File: src/hdl/pasc_pkg.sv
// shared types and constants for the pedal adc smoother
`timescale 1ns / 1ps

package pasc_pkg;

    // configuration register indexes
    localparam logic [1:0] CFG_CHANNEL_ENABLE  = 2'd0;
    localparam logic [1:0] CFG_MIDI_CHANNEL    = 2'd1;
    localparam logic [1:0] CFG_CONTROLLER_BASE = 2'd2;

    // operation codes
    localparam logic OP_FILTER = 1'b0;
    localparam logic OP_PRIME  = 1'b1;

    // reset values of the configuration registers
    localparam logic [7:0] RST_CHANNEL_ENABLE  = 8'd0;
    localparam logic [3:0] RST_MIDI_CHANNEL    = 4'd0;
    localparam logic [6:0] RST_CONTROLLER_BASE = 7'd20;

    // quantizer: divide by 32, report threshold half a step, snap beyond three steps
    localparam int unsigned SCALE_SHIFT = 5;
    localparam int unsigned HALF_SCALE  = 16;
    localparam int unsigned SNAP_LIMIT  = 96;
    localparam logic [6:0]  LEVEL_MAX   = 7'd127;

    // write strobes from the update logic to the channel store and the output register
    typedef struct packed {
        logic filt_we;
        logic rep_we;
        logic emit;
    } t_store_ctl;

endpackage

File: src/hdl/pasc_state.sv
// per-channel filter and reported-value store
`timescale 1ns / 1ps

module pasc_state #(
    parameter int NUM_CHANNELS = 8,
    parameter int SAMPLE_BITS  = 12
) (
    input  logic                       i_clk,
    input  logic                       i_rst_n,
    input  logic [2:0]                 i_channel,
    input  pasc_pkg::t_store_ctl       i_ctl,
    input  logic [SAMPLE_BITS-1:0]     i_filt_wdata,
    input  logic [SAMPLE_BITS-1:0]     i_rep_wdata,
    output logic [SAMPLE_BITS-1:0]     o_filt,
    output logic [SAMPLE_BITS-1:0]     o_rep
);

    logic [SAMPLE_BITS-1:0] r_filt [NUM_CHANNELS];
    logic [SAMPLE_BITS-1:0] r_rep  [NUM_CHANNELS];

    // read by compare so entries beyond the channel field never alias
    always_comb begin
        o_filt = '0;
        o_rep  = '0;
        for (int i = 0; i < NUM_CHANNELS; i++) begin
            if (int'(i_channel) == i) begin
                o_filt = r_filt[i];
                o_rep  = r_rep[i];
            end
        end
    end

    always_ff @(posedge i_clk) begin
        if (!i_rst_n) begin
            for (int i = 0; i < NUM_CHANNELS; i++) begin
                r_filt[i] <= '0;
                r_rep[i]  <= '0;
            end
        end else begin
            for (int i = 0; i < NUM_CHANNELS; i++) begin
                if (int'(i_channel) == i) begin
                    if (i_ctl.filt_we) begin
                        r_filt[i] <= i_filt_wdata;
                    end
                    if (i_ctl.rep_we) begin
                        r_rep[i] <= i_rep_wdata;
                    end
                end
            end
        end
    end

endmodule

File: src/hdl/pasc_step.sv
// filter update, quantizer and report decision for one sample
`timescale 1ns / 1ps

module pasc_step #(
    parameter int SAMPLE_BITS = 12
) (
    input  logic                   i_active,
    input  logic                   i_op,
    input  logic [SAMPLE_BITS-1:0] i_sample,
    input  logic [2:0]             i_slot,
    input  logic [6:0]             i_base,
    input  logic [SAMPLE_BITS-1:0] i_old,
    input  logic [SAMPLE_BITS-1:0] i_rep,
    output pasc_pkg::t_store_ctl   o_ctl,
    output logic [SAMPLE_BITS-1:0] o_filt_wdata,
    output logic [6:0]             o_level,
    output logic [6:0]             o_controller_number
);

    function automatic logic [6:0] quantize(input logic [SAMPLE_BITS-1:0] v);
        logic [SAMPLE_BITS-1:0] q;
        q = v >> pasc_pkg::SCALE_SHIFT;
        if (q > SAMPLE_BITS'(pasc_pkg::LEVEL_MAX)) begin
            q = SAMPLE_BITS'(pasc_pkg::LEVEL_MAX);
        end
        return q[6:0];
    endfunction

    logic [SAMPLE_BITS+1:0] w_sum;
    logic [SAMPLE_BITS-1:0] w_now;
    logic [SAMPLE_BITS-1:0] w_err;
    logic [6:0]             w_prev_q;
    logic [6:0]             w_new_q;
    logic                   w_report;
    logic                   w_snap;
    logic [7:0]             w_cc_sum;

    // (3*old + sample) / 4
    assign w_sum = {1'b0, i_old, 1'b0} + {2'b00, i_old} + {2'b00, i_sample};
    assign w_now = w_sum[SAMPLE_BITS+1:2];

    assign w_prev_q = quantize(i_old);
    assign w_new_q  = quantize(w_now);
    assign w_err    = (i_rep > w_now) ? (i_rep - w_now) : (w_now - i_rep);

    assign w_report = (w_new_q != w_prev_q)
                   && ((w_err >= SAMPLE_BITS'(pasc_pkg::HALF_SCALE))
                       || (w_new_q == 7'd0)
                       || (w_new_q == pasc_pkg::LEVEL_MAX));
    assign w_snap   = w_err > SAMPLE_BITS'(pasc_pkg::SNAP_LIMIT);

    always_comb begin
        o_ctl        = '0;
        o_filt_wdata = w_now;
        if (i_active) begin
            o_ctl.filt_we = 1'b1;
            if (i_op == pasc_pkg::OP_PRIME) begin
                o_filt_wdata = i_sample;
            end else if (w_report) begin
                o_ctl.rep_we = 1'b1;
                o_ctl.emit   = 1'b1;
                if (w_snap) begin
                    o_filt_wdata = i_sample;
                end
            end
        end
    end

    assign o_level = w_new_q;

    // controller number saturates at the top of the range
    assign w_cc_sum = {1'b0, i_base} + {5'b00000, i_slot};
    assign o_controller_number = (w_cc_sum > {1'b0, pasc_pkg::LEVEL_MAX})
                               ? pasc_pkg::LEVEL_MAX : w_cc_sum[6:0];

endmodule

File: src/hdl/pedal_adc_smoother_cc_core.sv
// top level: input register, per-channel smoother and control-change output register
`timescale 1ns / 1ps
// a result is written to the output register as its input leaves the input register, and
//   the input stays held while the output register is full and stalled
// throughput: one input transaction per cycle while the output is not stalled; the
//   per-channel state is read, updated and written back between input and output registers
// reset (synchronous, active low): filter and reported values cleared, channel mask 0,
//   midi channel 0, controller base 20, both registers empty

module pedal_adc_smoother_cc_core #(
    parameter int NUM_CHANNELS = 8,
    parameter int SAMPLE_BITS  = 12
) (
    input  logic                   i_clk,
    input  logic                   i_rst_n,

    // sample transactions
    input  logic                   i_in_valid,
    output logic                   o_in_stall,
    input  logic                   i_op,
    input  logic [2:0]             i_channel,
    input  logic [SAMPLE_BITS-1:0] i_sample,
    input  logic [2:0]             i_controller_slot,

    // control-change transactions
    output logic                   o_out_valid,
    input  logic                   i_out_stall,
    output logic [3:0]             o_out_midi_channel,
    output logic [6:0]             o_controller_number,
    output logic [6:0]             o_level,

    // configuration writes
    input  logic                   i_cfg_we,
    input  logic [1:0]             i_cfg_index,
    input  logic [7:0]             i_cfg_data
);

    // configuration registers
    logic [7:0] r_channel_enable;
    logic [3:0] r_midi_channel;
    logic [6:0] r_controller_base;

    // input register
    logic                   r_in_valid;
    logic                   r_op;
    logic [2:0]             r_channel;
    logic [SAMPLE_BITS-1:0] r_sample;
    logic [2:0]             r_slot;

    // output register
    logic       r_out_valid;
    logic [3:0] r_out_midi_channel;
    logic [6:0] r_controller_number;
    logic [6:0] r_level;

    logic                   w_out_free;
    logic                   w_move;
    logic                   w_accept;
    logic                   w_active;
    logic                   n_in_valid;
    logic                   n_out_valid;
    pasc_pkg::t_store_ctl   w_ctl;
    logic [SAMPLE_BITS-1:0] w_old;
    logic [SAMPLE_BITS-1:0] w_rep;
    logic [SAMPLE_BITS-1:0] w_filt_wdata;
    logic [6:0]             w_level;
    logic [6:0]             w_cc;

    // the output register frees up when empty or when its transaction is taken
    assign w_out_free = !r_out_valid || !i_out_stall;
    // the held sample is processed and retired when the result has somewhere to go
    assign w_move     = r_in_valid && w_out_free;
    assign o_in_stall = r_in_valid && !w_out_free;
    assign w_accept   = i_in_valid && !o_in_stall;

    // channels beyond the store or masked off are dropped without touching state
    assign w_active = w_move
                   && (int'(r_channel) < NUM_CHANNELS)
                   && r_channel_enable[r_channel];

    pasc_state #(
        .NUM_CHANNELS (NUM_CHANNELS),
        .SAMPLE_BITS  (SAMPLE_BITS)
    ) u_state (
        .i_clk        (i_clk),
        .i_rst_n      (i_rst_n),
        .i_channel    (r_channel),
        .i_ctl        (w_ctl),
        .i_filt_wdata (w_filt_wdata),
        .i_rep_wdata  (w_filt_wdata),
        .o_filt       (w_old),
        .o_rep        (w_rep)
    );

    pasc_step #(
        .SAMPLE_BITS (SAMPLE_BITS)
    ) u_step (
        .i_active            (w_active),
        .i_op                (r_op),
        .i_sample            (r_sample),
        .i_slot              (r_slot),
        .i_base              (r_controller_base),
        .i_old               (w_old),
        .i_rep               (w_rep),
        .o_ctl               (w_ctl),
        .o_filt_wdata        (w_filt_wdata),
        .o_level             (w_level),
        .o_controller_number (w_cc)
    );

    always_comb begin
        n_in_valid = r_in_valid;
        if (w_accept) begin
            n_in_valid = 1'b1;
        end else if (w_move) begin
            n_in_valid = 1'b0;
        end
    end

    always_comb begin
        n_out_valid = r_out_valid;
        if (w_ctl.emit) begin
            n_out_valid = 1'b1;
        end else if (!i_out_stall) begin
            n_out_valid = 1'b0;
        end
    end

    // control state
    always_ff @(posedge i_clk) begin
        if (!i_rst_n) begin
            r_in_valid        <= 1'b0;
            r_out_valid       <= 1'b0;
            r_channel_enable  <= pasc_pkg::RST_CHANNEL_ENABLE;
            r_midi_channel    <= pasc_pkg::RST_MIDI_CHANNEL;
            r_controller_base <= pasc_pkg::RST_CONTROLLER_BASE;
        end else begin
            r_in_valid  <= n_in_valid;
            r_out_valid <= n_out_valid;
            if (i_cfg_we) begin
                unique case (i_cfg_index)
                    pasc_pkg::CFG_CHANNEL_ENABLE: begin
                        r_channel_enable <= i_cfg_data;
                    end
                    pasc_pkg::CFG_MIDI_CHANNEL: begin
                        r_midi_channel <= i_cfg_data[3:0];
                    end
                    pasc_pkg::CFG_CONTROLLER_BASE: begin
                        r_controller_base <= i_cfg_data[6:0];
                    end
                    default: begin
                        // writes beyond the register list are dropped
                    end
                endcase
            end
        end
    end

    // payload registers
    always_ff @(posedge i_clk) begin
        if (w_accept) begin
            r_op      <= i_op;
            r_channel <= i_channel;
            r_sample  <= i_sample;
            r_slot    <= i_controller_slot;
        end
        if (w_ctl.emit) begin
            r_out_midi_channel  <= r_midi_channel;
            r_controller_number <= w_cc;
            r_level             <= w_level;
        end
    end

    assign o_out_valid         = r_out_valid;
    assign o_out_midi_channel  = r_out_midi_channel;
    assign o_controller_number = r_controller_number;
    assign o_level             = r_level;

endmodule
File: config.mk
export PLATFORM = sky130hd
export DESIGN_NAME = pedal_adc_smoother_cc_core
export DESIGN_NICKNAME = d
export VERILOG_FILES = /design/src/hdl/pasc_pkg.sv /design/src/hdl/pasc_state.sv /design/src/hdl/pasc_step.sv /design/src/hdl/pedal_adc_smoother_cc_core.sv
export SDC_FILE = /design/constraint.sdc
export NUM_CORES = 1
export LEC_CHECK = 0
export ABC_AREA = 1
export BUFFER_PORTS_ARGS = -buffer_cell sky130_fd_sc_hd__buf_2
export CAP_MARGIN = 30
export CORE_MARGIN = 2
export CORE_UTILIZATION = 45
export CTS_CLUSTER_SIZE = 24
export DETAILED_ROUTE_END_ITERATION = 12
export PLACE_DENSITY = 0.62
export SLEW_MARGIN = 30
export SYNTH_ARGS = -nofsm -noshare
export SYNTH_HDL_FRONTEND = slang
export SYNTH_SLANG_ARGS = --single-unit
File: constraint.sdc
create_clock -name i_clk -period 7 [get_ports i_clk]
set_input_delay 0.7 -clock i_clk [delete_from_list [all_inputs] [get_ports i_clk]]
set_output_delay 0.7 -clock i_clk [all_outputs]
set_load 0.02 [all_outputs]
# Yosys cells after proc, flatten, opt, wreduce, memory -nomap -nowiden
# Memory sizes are Yosys's and may differ from the RTL's.
# Cells that the tools add are included.
# Widths: inputs -> output; s select.
[op_classes] addsub=5 n_mul=0 div_mod_pow=0 n_lt_le_gt_ge=7 n_eq_ne=12 shifts=0 n_mux=99 n_bitwise=16 n_reduce_logical=19
[op_table] operator="$mux 12" n=37
[op_table] operator="$mux 1" n=56
[op_table] operator="$sub 12x12->12" n=2
[op_table] operator="$or 1x1->1" n=16
[op_table] operator="$add 13x12->14" n=1
[op_table] operator="$add 14x12->14" n=1
[op_table] operator="$gt 7x7->1 const B" n=2
[op_table] operator="$mux 7" n=2
[op_table] operator="$eq 3x3->1 const B" n=4
[op_table] operator="$ge 12x5->1 const B" n=1
[op_table] operator="$gt 12x12->1" n=1
[op_table] operator="$gt 12x7->1 const B" n=1
[op_table] operator="$add 7x3->8" n=1
[op_table] operator="$gt 8x7->1 const B" n=1
[op_table] operator="$eq 7x7->1 const B" n=1
[op_table] operator="$logic_not 7->1" n=1
[op_table] operator="$ne 7x7->1" n=1
[op_table] operator="$eq 3x2->1 const B" n=2
[op_table] operator="$reduce_and 2->1" n=3
[op_table] operator="$logic_and 1x1->1" n=5
[op_table] operator="$logic_not 1->1" n=4
[op_table] operator="$lt 3x4->1 const B" n=1
[op_table] operator="$mux 2" n=2
[op_table] operator="$bmux 1 s3" n=1
[op_table] operator="9 further kinds" n=11
[word_totals] regBits=58 latchBits=0 ramBits=192 rom_bits=0 output_inout_bits=20 word_cells=172 mem_count=2
[memory_table] memory="u_state.r_filt" depth=8 width=12 read_ports=8 rd_ports_with_merged_regs=0 wr=8 line_no="pasc_state.sv:18" source="logic [SAMPLE_BITS-1:0] r_filt [NUM_CHANNELS];"
[memory_table] memory="u_state.r_rep" depth=8 width=12 read_ports=8 rd_ports_with_merged_regs=0 wr=8 line_no="pasc_state.sv:19" source="logic [SAMPLE_BITS-1:0] r_rep [NUM_CHANNELS];"

# Longest topological paths before layout
[logic_depth] depth_word=25 mapped_depth=45 mapped_depth_nobuf=41

# Cells and area by module
# From an unflattened synthesis, not the netlist that was laid out.
[unflattened] cells_unflattened=1414 area_unflattened_um2=13148.9
[modules_own_cells] mod="pasc_state" instances=1 cells_per_inst=801 area_per_inst_um2=8460.6 seq_area_each_um2=5765.5
[modules_own_cells] mod="pasc_step" instances=1 cells_per_inst=457 area_per_inst_um2=2721.4 seq_area_each_um2=0.0
[modules_own_cells] mod="pedal_adc_smoother_cc_core" instances=1 cells_per_inst=156 area_per_inst_um2=1966.9 seq_area_each_um2=1531.5

# Least setup slack after synthesis
# No wires, ideal clock.
[synth_path] kind="reg2reg" start="register r_channel[2]" end="memory u_state.r_rep[6][0], in the netlist u_state.r_rep[1][24], enable pin" setup_ns=0.398 arrival_ns=6.739 required_ns=6.602 path_slack_ns=-0.136 stages_incl_launch_ff=38 n_path_buf=5 period_less_slack_ns=7.136 cell_sequence="edfxtp_1 -> inv_2 -> buf_4 -> nand2_1 -> inv_1 -> clkbuf_1 -> clkbuf_1 -> a22oi_1 -> nand4_1 -> o21ai_0 -> nand3_1 -> o21ai_0 -> fa_1 -> nor2_1 -> nand3_1 -> fa_1 -> o21ai_0 -> xor2_1 -> [... 2 more ...] -> buf_2 -> a21o_1 -> a31oi_1 -> o21ai_1 -> a21boi_1 -> o21ai_1 -> a31oi_1 -> nand2_4 -> nand2_4 -> buf_6 -> nand2_1 -> nand2_1 -> nor2_1 -> nand3_1 -> nor2_1 -> nor2_2 -> nand2_1 -> o21ai_0"
[synth_lines] element="start: declaration" line_no="pedal_adc_smoother_cc_core.sv:46" source="logic [2:0] r_channel;"
[synth_lines] element="start signal: assignment" line_no="pedal_adc_smoother_cc_core.sv:163" source="r_channel <= i_channel;"
[synth_lines] element="end: declaration" line_no="pasc_state.sv:19"

==> impl_metrics.py <==
metrics = {
    "outcome": {
        "status": "complete, no violations",
    },
    "detailed_routing": {
        "num_vias": 9708,
        "viasPerCell": 5.40,
        "wl_per_cell_um": 19.1,
        "wirelength_um": 34400,
        "drt-initial-drc-count": 954,
        "drc": 0,
        "drt_first_pass_iters": 5,
        "antenna_left": 0,
    },
    "die": {
        "floorplan.initialDensity": 0.458,
        "io_pins": 54,
        "die_x_um": 172,
        "fp.dieH_um": 172,
        "die_area_um2": 29700,
        "placeableCoreArea_um2": 27900,
        "num_rows": 61,
    },
    "cells_and_area": {
        "postLayoutCoreUtil": 0.547,
        "drive_gt1_frac": 0.208,
        "fillers": 2423,
        "nNetsFinal": 1487,
        "area_growth_pct": 19.4,
        "final_cells": 1799,
        "diodes": 0,
    },
    "pwr": {
        "share_comb_of_total_power": 0.458,
        "power.switching_w": 0.00235,
        "cellPowerDensity_nw_per_um2": 397,
        "internal-power_w": 0.00370,
        "p_sw_frac": 0.388,
        "ir_drop_mv": 0.220,
        "p_leak_nw": 6.31,
        "clockPowerShare": 0.237,
        "seqPwrFrac": 0.304,
    },
    "critical_path": {
        "path_common_cell": "nand2_1",
        "worst-setup-path-type": "reg -> reg",
        "crit_path_top_delay_cell": "fa_1",
        "critPathMaxStageDelay_ps": 510,
        "path_max_fanout": 20,
        "endpoint_kind": "flip-flop",
        "crit_path_start_kind": "flip-flop",
        "worstPathArrival_ps": 6900,
        "required_ps": 7260,
    },
    "global_routing": {
        "grtUsageTotal": 0.234,
        "antenna_found_initial": 0,
        "gr-total-overflow": 0,
        "grt_pass1_wl_um": 52100,
        "grt_max_degree": 57,
        "grt_pass1_vias": 9328,
    },
    "sta": {
        "finalCritPeriodShare": 0.948,
        "hold_violations": 0,
        "fin_crit_ps": 6630,
        "relSlewSlack": 0.415,
        "rsz0062_at_grt": "true",
        "tightest_slew_ps": 877,
        "report.final.slew_viol_count": 0,
        "hold_ws_ps": 311,
        "fmax_mhz": 151,
        "clock_skew_ps": 41.2,
        "setup_viol": 0,
        "setup_tns_ps": 0,
    },
    "placement": {
        "hpwl_um": 24700,
        "post-place-cells": 1744,
        "gp_congestion": 0.893,
        "port_buffers": 53,
    },
    "synthesis": {
        "synth_seq_area_share": 0.572,
        "async_flop_share": 0,
        "synth_warnings": 0,
        "synth_nets": 1358,
        "yosysMostFrequentCell": "nand2_1",
        "ys_seq_elements": 250,
        "netlist_area_um2": 12800,
        "synth.distinct_cells": 50,
        "synth.avg_cell_area_um2": 10.0,
        "synth.top_cell.area_share": 0.539,
        "synth_edf_count": 229,
        "synth_common_cells": "nand2_1 (246), edfxtp_1 (229), nor2_1 (166), inv_1 (125), a21oi_1 (85)",
        "synthTopCellsByArea": "edfxtp_1 (54%), nand2_1 (7.2%), nor2_1 (4.9%), inv_1 (3.7%), ha_1 (3.5%)",
        "ys.flop_type": "edfxtp_1",
        "yosys.area.top_type": "edfxtp_1",
        "syn_inst": 1273,
    },
    "cts": {
        "cts_buffers": 26,
        "clockRootBuffer": "clkbuf_16",
        "path_clk_slew_ps": 60,
        "cts_buffer_depth": 3,
        "clk_latency_ps": 570,
        "cts_htree_levels": 1,
        "cts_tree": "built",
        "cts.sinks": 250,
    },
    "hold_path": {
        "worstHoldPathType": "in -> reg",
    },
    "job": {
        "cap_violations": 0,
    },
}
==> worst max-delay path: cells and delay by family, from the launching register on <==
kind | cells | cell delay (ps)
and+or+nand+nor | 23 | 2420
xor gates and xnor gates | 2 | 370
AOI/OAI and AO/OA | 4 | 660
buffers and inverters | 9 | 1140
adders and majority gates | 3 | 1290
DFF | 1 | 430
==> sequential cells by signal, indices dropped and copies added, names as in the netlist, 4 cells and up <==
register and count:
o_controller_number 7, r_sample 12, u_state.r_filt 96, r_controller_base 7, r_midi_channel 4, o_level 7, o_out_midi_channel 4, r_channel_enable 8
u_state.r_rep 96
==> power groups by stage <==
stage	clock network, W	logic, W	registers [W]
3_5_place_dp	0	0.00253	0.00187
5_1_grt	0.00151	0.00303	0.00185
4_1_cts	0.00145	0.00256	0.00184
6_report	0.00144	0.00277	0.00184
3_3_place_gp	0	0.00252	0.00187
2_1_floorplan	0	0.00161	0.00186
==> worst paths after layout <==
| kind | slack [ps] | cells past startpoint | from | end |
|---|---|---|---|---|
| worst min-delay path | 310 | 1 | i_channel[2] | r_channel[2]$_DFFE_PP_ |
| worst min register to register | 430 | 0 | r_midi_channel[2]$_SDFFE_PN0P_ | o_out_midi_channel[2]$_DFFE_PN_ |
| worst max-delay path | 370 | 41 | r_channel[1]$_DFFE_PP_ | u_state.r_filt[1][28]$_DFFE_PP_ |
| worst max register to register | 370 | 41 | r_channel[1]$_DFFE_PP_ | u_state.r_filt[1][28]$_DFFE_PP_ |
==> logic make-up after synthesis <==
family / synth area share
simple gates: 0.200
buf+inv: 0.0609
flops: 0.572
fa+ha+maj: 0.0589
xor+xnor: 0.0226
compound gates: 0.0859
==> cell type report <==
type                       count  area (µm²)  share of cell area
tap                          378         473              0.0311
inverter                     135         507              0.0333
multi-input combinational    840        4930               0.324
timing repair buffer         149        1130              0.0745
clock buffer                  27         654              0.0430
clock inverter                20         234              0.0154
sequential                   250        7300               0.479
==> cell usage in the layout, fill, tap and decap left out, drive strengths merged, types with 4 or more instances in the layout <==
master,Yosys,final
a221o,7,7
clkbuf,27,27
inv,132,134
a31oi,4,4
a221oi,7,7
dfxtp,21,21
edfxtp,229,229
fa,15,15
xnor2,5,5
o21ai,45,45
a21oi,85,85
a211oi,7,7
ha,36,36
nor2,187,187
bufinv,0,4
buf,22,149
o21a,8,8
xor2,27,27
nor3,5,5
a22oi,7,7
a22o,4,4
nand4,23,23
clkinv,3,15
or2,5,5
nand2,257,257
nand3,91,92
==> stage by stage <==
stage	setup slack (ps)	total power [W]	area, µm²
after floorplan	-136	0.00347	12800
after global placement	42.7	0.00439	14000
after detailed placement	-24.8	0.00441	14000
after CTS	5.41	0.00585	14900
after global routing	-20.5	0.00640	15200
final	367	0.00605	15200
==> layer usage <==
| metal | routed length (µm) | global-route usage |
|---|---|---|
| met2 | 15400 | 0.363 |
| met3 | 2120 | 0.0316 |
| met1 | 15400 | 0.329 |
| met4 | 1480 | 0.102 |
| met5 | 0 | 0 |
==> what timing repair did <==
| item | in CTS | in global routing |
|---|---|---|
| endpoints found under the setup margin | 38 | 306 |
| cloned | 0 | 1 |
| hold buffers | 0 | 0 |
| pin swaps | 0 | 7 |
| buffers inserted | 0 | 7 |
| resized for setup | 4 | 53 |
(Power assumes the default switching activity.)
